$ cat src/rtl/core/mro_pkg.sv
`default_nettype none
package mro_pkg;

  // fixed field widths
  localparam int ROW_LEN_W = 7;
  localparam int AREA_W    = 13;
  localparam logic [ROW_LEN_W-1:0] ROW_LEN_RESET = 7'd64;
  localparam logic [AREA_W-1:0]    AREA_MAX      = 13'h1FFF;

  // controller to datapath commands
  typedef struct packed {
    logic accept;
    logic start;
    logic walk;
    logic finish;
  } mro_cmd_t;

  // datapath to controller status
  typedef struct packed {
    logic skip;
    logic walk_more;
    logic last;
    logic out_full;
  } mro_sts_t;

  typedef enum logic [3:0] {
    ST_IDLE = 4'b0001,
    ST_UP   = 4'b0010,
    ST_WALK = 4'b0100,
    ST_FIN  = 4'b1000
  } mro_state_t;

endpackage
`default_nettype wire

$ cat src/rtl/core/mro_ctrl.sv
`default_nettype none
module mro_ctrl import mro_pkg::*; (
  input  wire logic     clk,
  input  wire logic     rst,
  input  wire logic     in_valid,
  output logic          in_ready,
  input  wire mro_sts_t sts,
  output mro_cmd_t      cmd
);

  mro_state_t state, state_next;

  // commands and next state
  always_comb begin
    cmd        = '0;
    state_next = state;
    in_ready   = 1'b0;
    case (state)
      ST_IDLE: begin
        in_ready = 1'b1;
        if (in_valid) begin
          cmd.accept = 1'b1;
          state_next = sts.skip ? ST_FIN : ST_UP;
        end
      end
      ST_UP: begin
        cmd.start  = 1'b1;
        state_next = sts.walk_more ? ST_WALK : ST_FIN;
      end
      ST_WALK: begin
        cmd.walk = 1'b1;
        if (!sts.walk_more) begin
          state_next = ST_FIN;
        end
      end
      ST_FIN: begin
        if (!(sts.last && sts.out_full)) begin
          cmd.finish = 1'b1;
          state_next = ST_IDLE;
        end
      end
      default: begin
        state_next = ST_IDLE;
      end
    endcase
  end

  always_ff @(posedge clk) begin
    if (rst) begin
      state <= ST_IDLE;
    end else begin
      state <= state_next;
    end
  end

endmodule
`default_nettype wire

$ cat config.mk
export PLATFORM = sky130hd
export DESIGN_NAME = mro_ctrl
export DESIGN_NICKNAME = d
export VERILOG_FILES = /design/src/rtl/core/mro_pkg.sv /design/src/rtl/core/mro_ctrl.sv
export SDC_FILE = /design/constraint.sdc
export NUM_CORES = 1
export LEC_CHECK = 0
export BUFFER_PORTS_ARGS = -buffer_cell sky130_fd_sc_hd__buf_4
export CAP_MARGIN = 0
export CORE_AREA = 2 2 39 41
export CTS_BUF_LIST = sky130_fd_sc_hd__clkbuf_16
export CTS_CLUSTER_DIAMETER = 60
export DETAILED_ROUTE_END_ITERATION = 12
export DIE_AREA = 0 0 41 43
export SLEW_MARGIN = 0
export SYNTH_ARGS = -nofsm -noshare
export SYNTH_HDL_FRONTEND = slang
export SYNTH_SLANG_ARGS = --single-unit
$ cat constraint.sdc
create_clock -name clk -period 1.7 [get_ports clk]
set_input_delay 0.255 -clock clk [delete_from_list [all_inputs] [get_ports clk]]
set_output_delay 0.255 -clock clk [all_outputs]
set_load 0.01 [all_outputs]
== Yosys cells after proc, flatten, opt, wreduce, memory -nomap -nowiden ==
Index checks and enable logic that the tools add are counted.
Cells by class
  reductions and logical operators: 2
  eq/ne operators: 7
  muxes and demuxes: 13
Operators by type and width (number)
  $mux 4: 5
  $pmux 4 s4: 1
  $mux 1: 7
  $ne 2x2->1 const B: 3
  $eq 4x1->1 const B: 1
  $eq 4x2->1 const B: 1
  $eq 4x3->1 const B: 1
  $eq 4x4->1 const B: 1
  $reduce_and 3->1: 1
  $logic_and 1x1->1: 1
Word-level totals
  input bits: 7
  register bits: 4
  word-level logic and storage cells: 23
  output and inout bits: 5

== Depth between registers and ports, before layout ==
Gate-level depths: netlist of run 1.
  word-level depth: 3
  mapped depth: 4
  mapped depth without buffers: 3

== Worst setup path before layout of run 1 ==
Ideal clock, no wire load.
  path type: reg-to-output
  start point: reg state[2]
  end point: out cmd[3] (netlist bit)
  cell stages (with the launch flop): 4
  buffers on the path: 1
  required time: 1445 ps
  arrival time: 1015 ps
  slack: 430 ps
  cells stage by stage: dfxtp_1 buf_6 nor4b_2 and2_1
RTL lines
  start: declaration: line mro_ctrl.sv:11  | mro_state_t state, state_next;
  start signal: assignment: line mro_ctrl.sv:52  | state <= state_next;
  end: declaration: line mro_ctrl.sv:8  | output mro_cmd_t cmd

==> results of run 1 <==
## layer usage
metal | track usage (%) | vias up | routed length, µm
li1 | - | 152 | -
met1 | 12.78 | 135 | 315
met2 | 11.25 | 8 | 310
met3 | 3.141 | 2 | 30
met4 | 14.00 | 0 | 21
met5 | 0 | - | 0
## final timing paths
path	startpoint	endpoint	slack [ns]	cells after the start
min	sts[3]	state[1]$_SDFFE_PP0P_	0.20	2
max reg2reg	state[2]$_SDFFE_PP0P_	state[0]$_SDFFE_PP1P_	0.36	3
max	state[3]$_SDFFE_PP0P_	cmd[0]	0.14	3
min reg2reg	state[3]$_SDFFE_PP0P_	state[3]$_SDFFE_PP0P_	0.65	1
## final cells by class
class / count / area, µm²
repair buffers: 11 / 82.58
well taps: 16 / 20.02
multi-input cells: 26 / 222.7
flip-flops and latches: 4 / 81.33
clock buffers: 3 / 75.07
inverters: 1 / 3.754
fillers: 142 / 898.4
## synthesized netlist by cell type, drive strengths merged
library cell	n	share of area (%)
and2b	1	2.4
nand2	1	1.2
a21boi	1	2.4
and2	1	2.0
nor4b	3	12
a31o	1	2.8
and4bb	1	4.0
nand3	2	3.2
dfxtp	4	25
inv	1	1.2
a211oi	2	4.7
buf	2	5.9
o21ai	1	1.6
nor3	2	3.2
o311ai	1	5.1
nor2	2	2.4
o41ai	1	5.1
nor3b	1	4.0
and3b	1	2.8
nand2b	2	4.0
nand4b	1	2.8
nor2b	1	2.0
## cells by family (layout without fill, tap and decap cells)
kind of cell | after synthesis | count (layout)
AO/OA/AOI/OAI | 7 | 7
buffers and inverters | 3 | 15
AND/OR/NAND/NOR | 19 | 19
flip-flops | 4 | 4
## layout by cell type (no fill, tap or decap)
cell	n
nor2_1	2
and2b_1	1
nor2b_1	1
o311ai_2	1
a211oi_1	2
nor3_1	2
nand2_1	1
nand3_1	2
buf_4	11
and4bb_2	1
dfxtp_1	3
clkbuf_16	3
nand2b_1	2
nor3b_2	1
o21ai_1	1
and3b_1	1
o41ai_2	1
nor4b_4	1
a21boi_1	1
inv_1	1
nor4b_1	1
and2_1	1
nand4b_1	1
nor4b_2	1
a31o_1	1
dfxtp_2	1
## power by group through the flow
stage	combinational (mW)	clock [mW]	sequential, mW
global route	0.0684	0.375	0.114
floorplan	0.0407	0	0.106
global placement	0.0624	0	0.112
detailed placement	0.0619	0	0.112
CTS	0.0623	0.366	0.111
finish	0.0623	0.359	0.113
## per-stage QoR
| step | hold WS, ns | utilization [%] | worst slack, ns |
|---|---|---|---|
| final | 0.2027 | 35.08 | 0.1419 |
| after global routing | 0.2095 | 35.08 | 0.05313 |
| after CTS | 0.2023 | 34.36 | 0.08633 |
| after detailed placement | 0.4332 | 28.93 | 0.3288 |
| after global placement | 0.4282 | 28.93 | 0.3359 |
| after floorplan | 0.3238 | - | 0.4298 |
## repair_timing
item,4_1_cts,5_1_grt
endpoints found under the setup margin,0,1
resized for setup,0,2
hold buffers,0,0
buffers inserted,0,0
==> results.md, run 1 <==
- Result of the run: finished clean
- Tightest slew margin relative to the limit: 76.54%
- GR Overflow Total: 0
- Post-Syn Instances: 33
- Total chip power: 0.5348 mW
- Mapped Area: 316.6 µm²
- Leakage component of the power: 0.1825 nW
- Wire length per cell after detailed routing: 11.11 µm
- Number of buffers and inverters on the critical path: 1
- Yosys warns: 0
- Xor/xnor cell area share of the yosys netlist: 0%
- Net switching power: 0.09758 mW
- Gpl congestion: 0.6764
- Type of destination of the critical path: output pin
- Area share of and/or/nand/nor cells after synthesis: 45.85%
- Placement Cell Area: 400.4 µm²
- Highest ir drop seen on vdd: 608.1 µV
- Number of global-route vias before repair: 265
- Largest registers: state x4
- Post-synthesis adder-cell area fraction: 0%
- Fraction of layout cells with a size suffix above 1: 46.67%
- Delay-heaviest family, CP: flip-flops
- Number of antenna violations at the first check in global routing: 0
- Setup repair after global routing missed its margin: false
- Slew at the pin closest to its max-slew limit: 0.3514 ns
- Post-CTS clock slew at the launch and capture registers of the worst setup and hold paths: 0.03 ns
- Biggest register: state
- Cell count after placement: 58
- Synth cell types: 24
- Final number of setup-violating endpoints: 0
- Worst-path cell with the longest stage delay: dfxtp_1
- Number of buffers inserted during clock tree synthesis: 3
- Largest net degree at the start of global routing: 12
- Post-synthesis sequential area ratio: 25.30%
- Detail Route Antenna Nets: 0
- Combinational power share: 11.6%
- Global Route Usage Sum: 10.32%
- Min cycle time layout: 1.558 ns
- Total clock sinks: 4
- Wire length of the first global-routing pass: 1.110 mm
- Fmax: 0.6418 GHz
- Setup crit start kind: register
- Worst-case clock buffer depth: 2
- Final standard cell count with taps included and fillers excluded: 61
- Number of vias after detailed routing: 297
- Worst setup skew after layout: 0.0005923 ns
- Proportion of power drawn by flip-flops and latches: 21.2%
- Number of optimization iterations in the first detailed-route pass: 2
- Average cell area after synthesis: 9.593 µm²
- Final clock period utilization by the worst path: 91.65%
- Proportion of synthesized area in mux cells: 0%
- Combinational family with the most area after synthesis: simple AND/OR/NAND/NOR gates
- Register bit count reported by yosys: 4
- Wirelength, routed: 678 µm
- CP Class: reg2out
- Die W: 41 µm
- Layout overhead on the synthesized area: 53.36%
- Clock root cell: clkbuf_16
- CP peak stage delay: 0.47 ns
- Post-route cell area: 485.5 µm²
- DP HPWL: 512.9 µm
- Peak fanout along the critical path: 7
- Die H: 43 µm
- Hold Crit Class: in2reg
- Core Box Area: 1384 µm²
- Initial DRC Count: 3
- Clock tree from TritonCTS: done
- Initial Util: 22.88%
- Cell Pwr Density: 1102 nW/µm²
- Endpoint arrival time on the critical path: 1.30 ns
- # H-tree levels: 1
- Count of nets after finishing: 54
- Max reg flops: 4
- Summed negative setup slack over all endpoints: 0 ns
- Clock latency at the later pin of the worst-skew pair: 0.22 ns
- Internal power summed over all cells: 0.4372 mW
- Total die area: 1763 µm²
- Vias per Instance: 4.869
- Final number of hold-violating endpoints: 0
- Clock share of power: 67.2%
- Compound-cell area share of the yosys netlist: 21.74%
- Fin. max-slew vios: 0
- Cell-by-cell listing of the critical path: nor4b_4 -> a21boi_1 -> buf_4
- Number of remaining DRC errors: 0
- Endpoint required time on the critical path: 1.44 ns
- Proportion of total power due to net switching: 18.25%
- Mapped Nets: 40
- Number of top-level pins: 12
- Number of buffer cells added on primary ports: 11
- Antenna diode count: 0
- Floorplan row count: 14
- Count of max-cap constraint violations: 0
No activity file was read; power rests on OpenSTA's default activity.
==> run 2, diff against run 1 <==
ABC_AREA = 1   (was not set)
clock period = 1.53 ns   (was 1.7 ns; I/O delays follow)
==> run 2 against run 1 <==
Sequential share of layout area up 1.4 points. Sequential cell count did not move. Non-clock buffer count stayed put. Core utilization down 3.2 points. Critical endpoint is now cmd[3]. Hold slack worse by 0.016 ns. Clock power grew 11%. Largest cell class unchanged. Clock skew rose by 0.0011 ns. Global-route usage down 1.0 points. Die area unchanged. Via count is 1.0% lower. Wire length down 12%. Highest routed layer is now met3.
==> results.md, run 2 <==
- Clock latency at the later pin of the worst-skew pair: 0.22 ns (about the same)
- Cells taking the most area after synthesis: dfxtp_1 (30%), inv_1 (16%), nand2_1 (13%), nor2_2 (9.5%), nand3_1 (7.6%)
- Setup repair after global routing missed its margin: false
- Fmax: 0.7474 GHz
- Tightest slew margin relative to the limit: 84.22% (+7.7 points)
- Die W: 41 µm (unchanged)
- Die H: 43 µm (unchanged)
- Register bit count reported by yosys: 4 (unchanged)
- WL met3: 79 µm (+160%)
- Met2 wirelength from detailed routing: 256 µm (-17%)
- Endpoint arrival time on the critical path: 1.11 ns (-0.19 ns)
- Number of antenna violations at the first check in global routing: 0 (unchanged)
- Number of buffer cells added on primary ports: 11 (unchanged)
- Placement Cell Area: 366.6 µm² (-8.4%)
- CP Class: reg2out
- Gpl congestion: 0.7930 (+17%)
- Final number of setup-violating endpoints: 0 (unchanged)
- Number of top-level pins: 12 (unchanged)
- Cell taking the most area after synthesis: dfxtp_1
- Highest metal used: met3
- Layout overhead on the synthesized area: 67.30%
- Vias per Instance: 4.027 (-17%)
- Post-route cell area: 441.7 µm² (-9.0%)
- Final standard cell count with taps included and fillers excluded: 73 (+20%)
- Number of optimization iterations in the first detailed-route pass: 2 (unchanged)
- Count of nets after finishing: 66 (+22%)
- Final number of hold-violating endpoints: 0 (unchanged)
- Setup crit start kind: register
- Post-Syn Instances: 43 (+30%)
- Count of max-cap constraint violations: 0 (unchanged)
- Summed negative setup slack over all endpoints: 0 ns (unchanged)
- GR Overflow Total: 0 (unchanged)
- Endpoint required time on the critical path: 1.30 ns (-0.14 ns)
- Total clock sinks: 4 (unchanged)
- Number of flops mapped to enable cells by yosys: 0 (unchanged)
- Number of post-CTS setup repair buffers: 0 (unchanged)
- Mapped Area: 264.0 µm² (-17%)
- Synth cell types: 11 (-54%)
- Post-CTS clock slew at the launch and capture registers of the worst setup and hold paths: 0.03 ns (about the same)
- Yosys warns: 0 (unchanged)
- Slew at the pin closest to its max-slew limit: 0.2346 ns (-0.1169 ns)
- Wire length per cell after detailed routing: 8.192 µm (-26%)
- Most numerous cell types in the synthesized netlist: inv_1 (11), nand2_1 (9), nor2_1 (5)
- Initial DRC Count: 6 (+3)
- Number of buffers inserted during clock tree synthesis: 3 (unchanged)
- Detail Route Antenna Nets: 0 (unchanged)
- Hold Buf Count CTS: 0 (unchanged)
- Fin worst setup slack: 0.1921 ns (+0.05015 ns)
- Post-synthesis sequential area ratio: 30.33% (+5.0 points)
- Post-cts resize count: 0 (unchanged)
- Wirelength, routed: 598 µm (-12%)
- Most frequent cells in the layout: inv_1 (11), buf_4 (11), nand2_1 (9)
- Total die area: 1763 µm² (unchanged)
- Cell Pwr Density: 1411 nW/µm² (+28%)
- Max reg flops: 4 (unchanged)
- Leakage component of the power: 0.2436 nW (+33%)
- Final clock period utilization by the worst path: 87.44%
- Worst setup skew after layout: 0.001734 ns (+0.001142 ns)
- Highest ir drop seen on vdd: 1005 µV (+65%)
- Area share of the leading cell type in the synthesized netlist: 30.33% (+5.0 points)
- Global Route Usage Sum: 9.319% (-1.0 points)
- Peak fanout along the critical path: 5 (-2)
- Most used flip-flop cell after synthesis: dfxtp_1
- Async set-or-reset flop fraction in the synthesized netlist: 0% (unchanged)
- Final worst hold slack: 0.1865 ns (-0.01622 ns)
- DP HPWL: 470.7 µm (-8.2%)
- Wl on met1: 261 µm (-17%)
- Largest registers: state x4
- Biggest register: state
- Number of remaining DRC errors: 0 (unchanged)
- Initial Util: 19.08% (-3.8 points)
- Cell count after placement: 70 (+21%)
- Type of destination of the critical path: output pin
- Worst-case setup slack after placement: 0.4244 ns (+0.09555 ns)
- Worst-case clock buffer depth: 2 (unchanged)
- Wire length of the first global-routing pass: 1.076 mm (-3.1%)
- Antenna diode count: 0 (unchanged)
- Result of the run: finished clean
- Clock tree from TritonCTS: done
- Fraction of layout cells with a size suffix above 1: 35.09% (-12 points)
- Number of global-route vias before repair: 292 (+10%)
- Floorplan row count: 14 (unchanged)
- Largest net degree at the start of global routing: 6 (-6)
- Core Box Area: 1384 µm² (unchanged)
- Number of vias after detailed routing: 294 (-1.0%)
- Hold Crit Class: in2reg
- Clock root cell: clkbuf_16
- Mapped Nets: 50 (+25%)
- Fin. max-slew vios: 0 (unchanged)
- Most numerous cell in the Yosys netlist: inv_1
- Average cell area after synthesis: 6.140 µm² (-36%)
- Min cycle time layout: 1.338 ns
- # H-tree levels: 1 (unchanged)
[run 2: cells by family (layout without fill, tap and decap cells)]
kind of cell	count (synthesis)	after routing	synth area share [%]
buf+inv	11	25	15.64
compound gates	2	2	4.739
simple gates	26	26	49.29
flops	4	4	30.33
[run 2: worst max-delay path: stages, from the launching register on]
cell	delay, ns
dfxtp_1	0.31
nor2_2	0.18
nand3_2	0.14
nor2_1	0.12
buf_4	0.13
[run 2: layout make-up]
cell class / count / area (µm²)
tap: 16 / 20.02
multi-input combinational: 28 / 142.6
clock buffer: 3 / 75.07
inverter: 11 / 41.29
sequential: 4 / 80.08
fill: 149 / 942.2
timing repair buffer: 11 / 82.58
[run 2: worst paths after layout]
path / startpoint / to / slack, ns / cells after the start
setup / recovery: state[2]$_SDFFE_PP0P_ / cmd[3] / 0.19 / 4
hold reg to reg: state[0]$_SDFFE_PP1P_ / state[1]$_SDFFE_PP0P_ / 0.58 / 2
hold / removal: sts[3] / state[1]$_SDFFE_PP0P_ / 0.19 / 2
setup reg to reg: state[0]$_SDFFE_PP1P_ / state[0]$_SDFFE_PP1P_ / 0.49 / 6
[run 2: stage by stage]
stage	power (mW)	utilization, %
floorplan	0.1843	-
global placement	0.2244	26.49
detailed placement	0.2256	26.49
CTS	0.6319	31.92
global route	0.6567	31.92
finish	0.6231	31.92
[run 2: report_power, final]
part           leakage [nW]  total [mW]  internal (mW)  switching, mW
clock network        0.0370       0.399          0.333         0.0660
registers            0.0328       0.123          0.114        0.00921
logic                 0.174       0.101         0.0461         0.0548
[run 2: routing by layer]
layer	global-route usage [%]	vias to the layer above
met5	0	-
met4	4.000	0
met3	6.283	0
met2	12.81	13
met1	10.86	121
li1	-	160
==> run 3, diff against run 2 <==
ABC_AREA = 0   (was 1)
==> run 3 against run 2 <==
Clock skew is 0.0010 ns lower. Clock power rose by 3%. Critical endpoint is now cmd[0]. Non-clock buffer count rose by 1. Via count up 7.5%. Largest power group unchanged. Sequential cell count unchanged. Global-route usage increased by 0.30 points. Largest cell class unchanged.
==> results.md, run 3 (same netlist as run 1, synthesis figures left out) <==
- Count of nets after finishing: 55 (-17%)
- Max reg flops: 4 (unchanged)
- Leakage component of the power: 0.1997 nW (-18%)
- Endpoint arrival time on the critical path: 1.26 ns (+0.15 ns)
- Setup crit start kind: register
- Peak fanout along the critical path: 10 (+5)
- Initial Util: 22.88% (+3.8 points)
- Total clock sinks: 4 (unchanged)
- Wire length of the first global-routing pass: 1.097 mm (+2.0%)
- Antenna diode count: 0 (unchanged)
- Detail Route Antenna Nets: 0 (unchanged)
- Cell Pwr Density: 1194 nW/µm² (-15%)
- Final number of setup-violating endpoints: 0 (unchanged)
- Number of global-route vias before repair: 263 (-9.9%)
- Number of remaining DRC errors: 0 (unchanged)
- Vias per Instance: 5.097 (+27%)
- Fraction of layout cells with a size suffix above 1: 56.52% (+21 points)
- Core Box Area: 1384 µm² (unchanged)
- Min cycle time layout: 1.491 ns (+0.1530 ns)
- Fin. max-slew vios: 0 (unchanged)
- Clock latency at the later pin of the worst-skew pair: 0.23 ns (about the same)
- Largest net degree at the start of global routing: 12 (+6)
- Result of the run: finished clean
- Initial DRC Count: 3 (-3)
- Tightest slew margin relative to the limit: 79.76% (-4.5 points)
- Clock share of power: 67.1% (+3.0 points)
- Hold Buf Count CTS: 0 (unchanged)
- Final clock period utilization by the worst path: 97.45% (+10 points)
- Worst setup skew after layout: 0.0007293 ns (-0.001005 ns)
- Total chip power: 0.6111 mW (-1.9%)
- Global Route Usage Sum: 9.619% (+0.30 points)
- Setup repair after global routing missed its margin: true
- Layout overhead on the synthesized area: 61.66%
- Floorplan row count: 14 (unchanged)
- Total die area: 1763 µm² (unchanged)
- Endpoint required time on the critical path: 1.30 ns (about the same)
- Commonest non-fill, non-tap cell in the layout: buf_4
- GR Overflow Total: 0 (unchanged)
- Hold Crit Class: in2reg
- Die H: 43 µm (unchanged)
- Number of vias after detailed routing: 316 (+7.5%)
- Wire length per cell after detailed routing: 11.18 µm (+36%)
- Proportion of power drawn by flip-flops and latches: 20.3% (+0.6 points)
- Proportion of total power due to net switching: 19.60% (-1.3 points)
- Combinational power share: 12.6% (-3.6 points)
- Final number of hold-violating endpoints: 0 (unchanged)
- Net switching power: 0.1197 mW (-7.9%)
- Slew at the pin closest to its max-slew limit: 0.3031 ns (+0.06850 ns)
- Gpl congestion: 0.7107 (-10%)
- Post-CTS clock slew at the launch and capture registers of the worst setup and hold paths: 0.03 ns (about the same)
- Clock root cell: clkbuf_16
- Number of top-level pins: 12 (unchanged)
- Biggest register: state
- Number of buffer cells added on primary ports: 11 (unchanged)
- Most frequent cells in the layout: buf_4 (12), clkbuf_16 (3), dfxtp_2 (3)
- # H-tree levels: 1 (unchanged)
- Clock tree from TritonCTS: done
- Final Core Density: 36.98% (+5.1 points)
- Count of max-cap constraint violations: 0 (unchanged)
- Worst-case clock buffer depth: 2 (unchanged)
- Internal power summed over all cells: 0.4913 mW (-0.34%)
- Fmax: 0.6707 GHz (-10%)
- Number of antenna violations at the first check in global routing: 0 (unchanged)
- Largest registers: state x4
- Number of buffers inserted during clock tree synthesis: 3 (unchanged)
- CP Class: reg2out
- Wirelength, routed: 693 µm (+16%)
- Die W: 41 µm (unchanged)
- Number of optimization iterations in the first detailed-route pass: 3 (+1)
- DP HPWL: 544.1 µm (+16%)
- Type of destination of the critical path: output pin
- Number of post-CTS setup repair buffers: 0 (unchanged)
- Highest ir drop seen on vdd: 641.2 µV (-36%)
-- run 3: worst paths after layout --
kind | start | end | slack, ns | cells after the start
worst min-delay path | sts[3] | state[1]$_SDFFE_PP0P_ | 0.17 | 2
worst max register to register | state[2]$_SDFFE_PP0P_ | state[0]$_SDFFE_PP1P_ | 0.37 | 3
worst min register to register | state[2]$_SDFFE_PP0P_ | state[2]$_SDFFE_PP0P_ | 0.58 | 2
worst max-delay path | state[2]$_SDFFE_PP0P_ | cmd[0] | 0.04 | 3
-- run 3: worst max-delay path: stages, from the launching register on --
cell      delay [ns]
dfxtp_4         0.37
nor4b_4         0.33
a21boi_2        0.21
buf_4           0.13
-- run 3: routing by layer --
layer / part of all wire, % / up-vias / global-route usage (%)
li1: - / 156 / -
met1: 44 / 149 / 12.78
met2: 46 / 9 / 11.88
met3: 6.5 / 2 / 3.141
met4: 3.0 / 0 / 8.000
met5: 0 / - / 0
-- run 3: power groups by stage --
stage               clock, mW  sequential [mW]  combinational [mW]
finish                  0.410            0.124              0.0771
global route            0.424            0.126              0.0858
CTS                     0.416            0.124              0.0744
detailed placement          0            0.123              0.0732
global placement            0            0.123              0.0724
floorplan                   0            0.117              0.0452
-- run 3: per-stage QoR --
step | instances | setup TNS [ns] | worst slack, ns | area (µm²) | hold WS (ns)
4_1_cts | 62 | 0 | 0.0002378 | 493.0 | 0.1750
3_5_place_dp | 59 | 0 | 0.1801 | 407.9 | 0.4086
3_3_place_gp | 59 | 0 | 0.1650 | 407.9 | 0.4104
2_1_floorplan | 33 | 0 | 0.2853 | 316.6 | 0.2983
5_1_grt | 62 | -0.007971 | -0.007971 | 511.7 | 0.1725
6_report | 62 | 0 | 0.03908 | 511.7 | 0.1674
-- run 3: what timing repair did --
action / in CTS / in global routing
pin swaps: 1 / 2
endpoints found under the setup margin: 2 / 2
resized for setup: 2 / 6
-- run 3: area by class of cell --
type,instances,area (µm²)
inverter,1,3.754
timing repair buffer,12,90.09
tap,16,20.02
clock buffer,3,75.07
fill,145,872.1
sequential,4,87.58
multi-input combinational,26,235.2
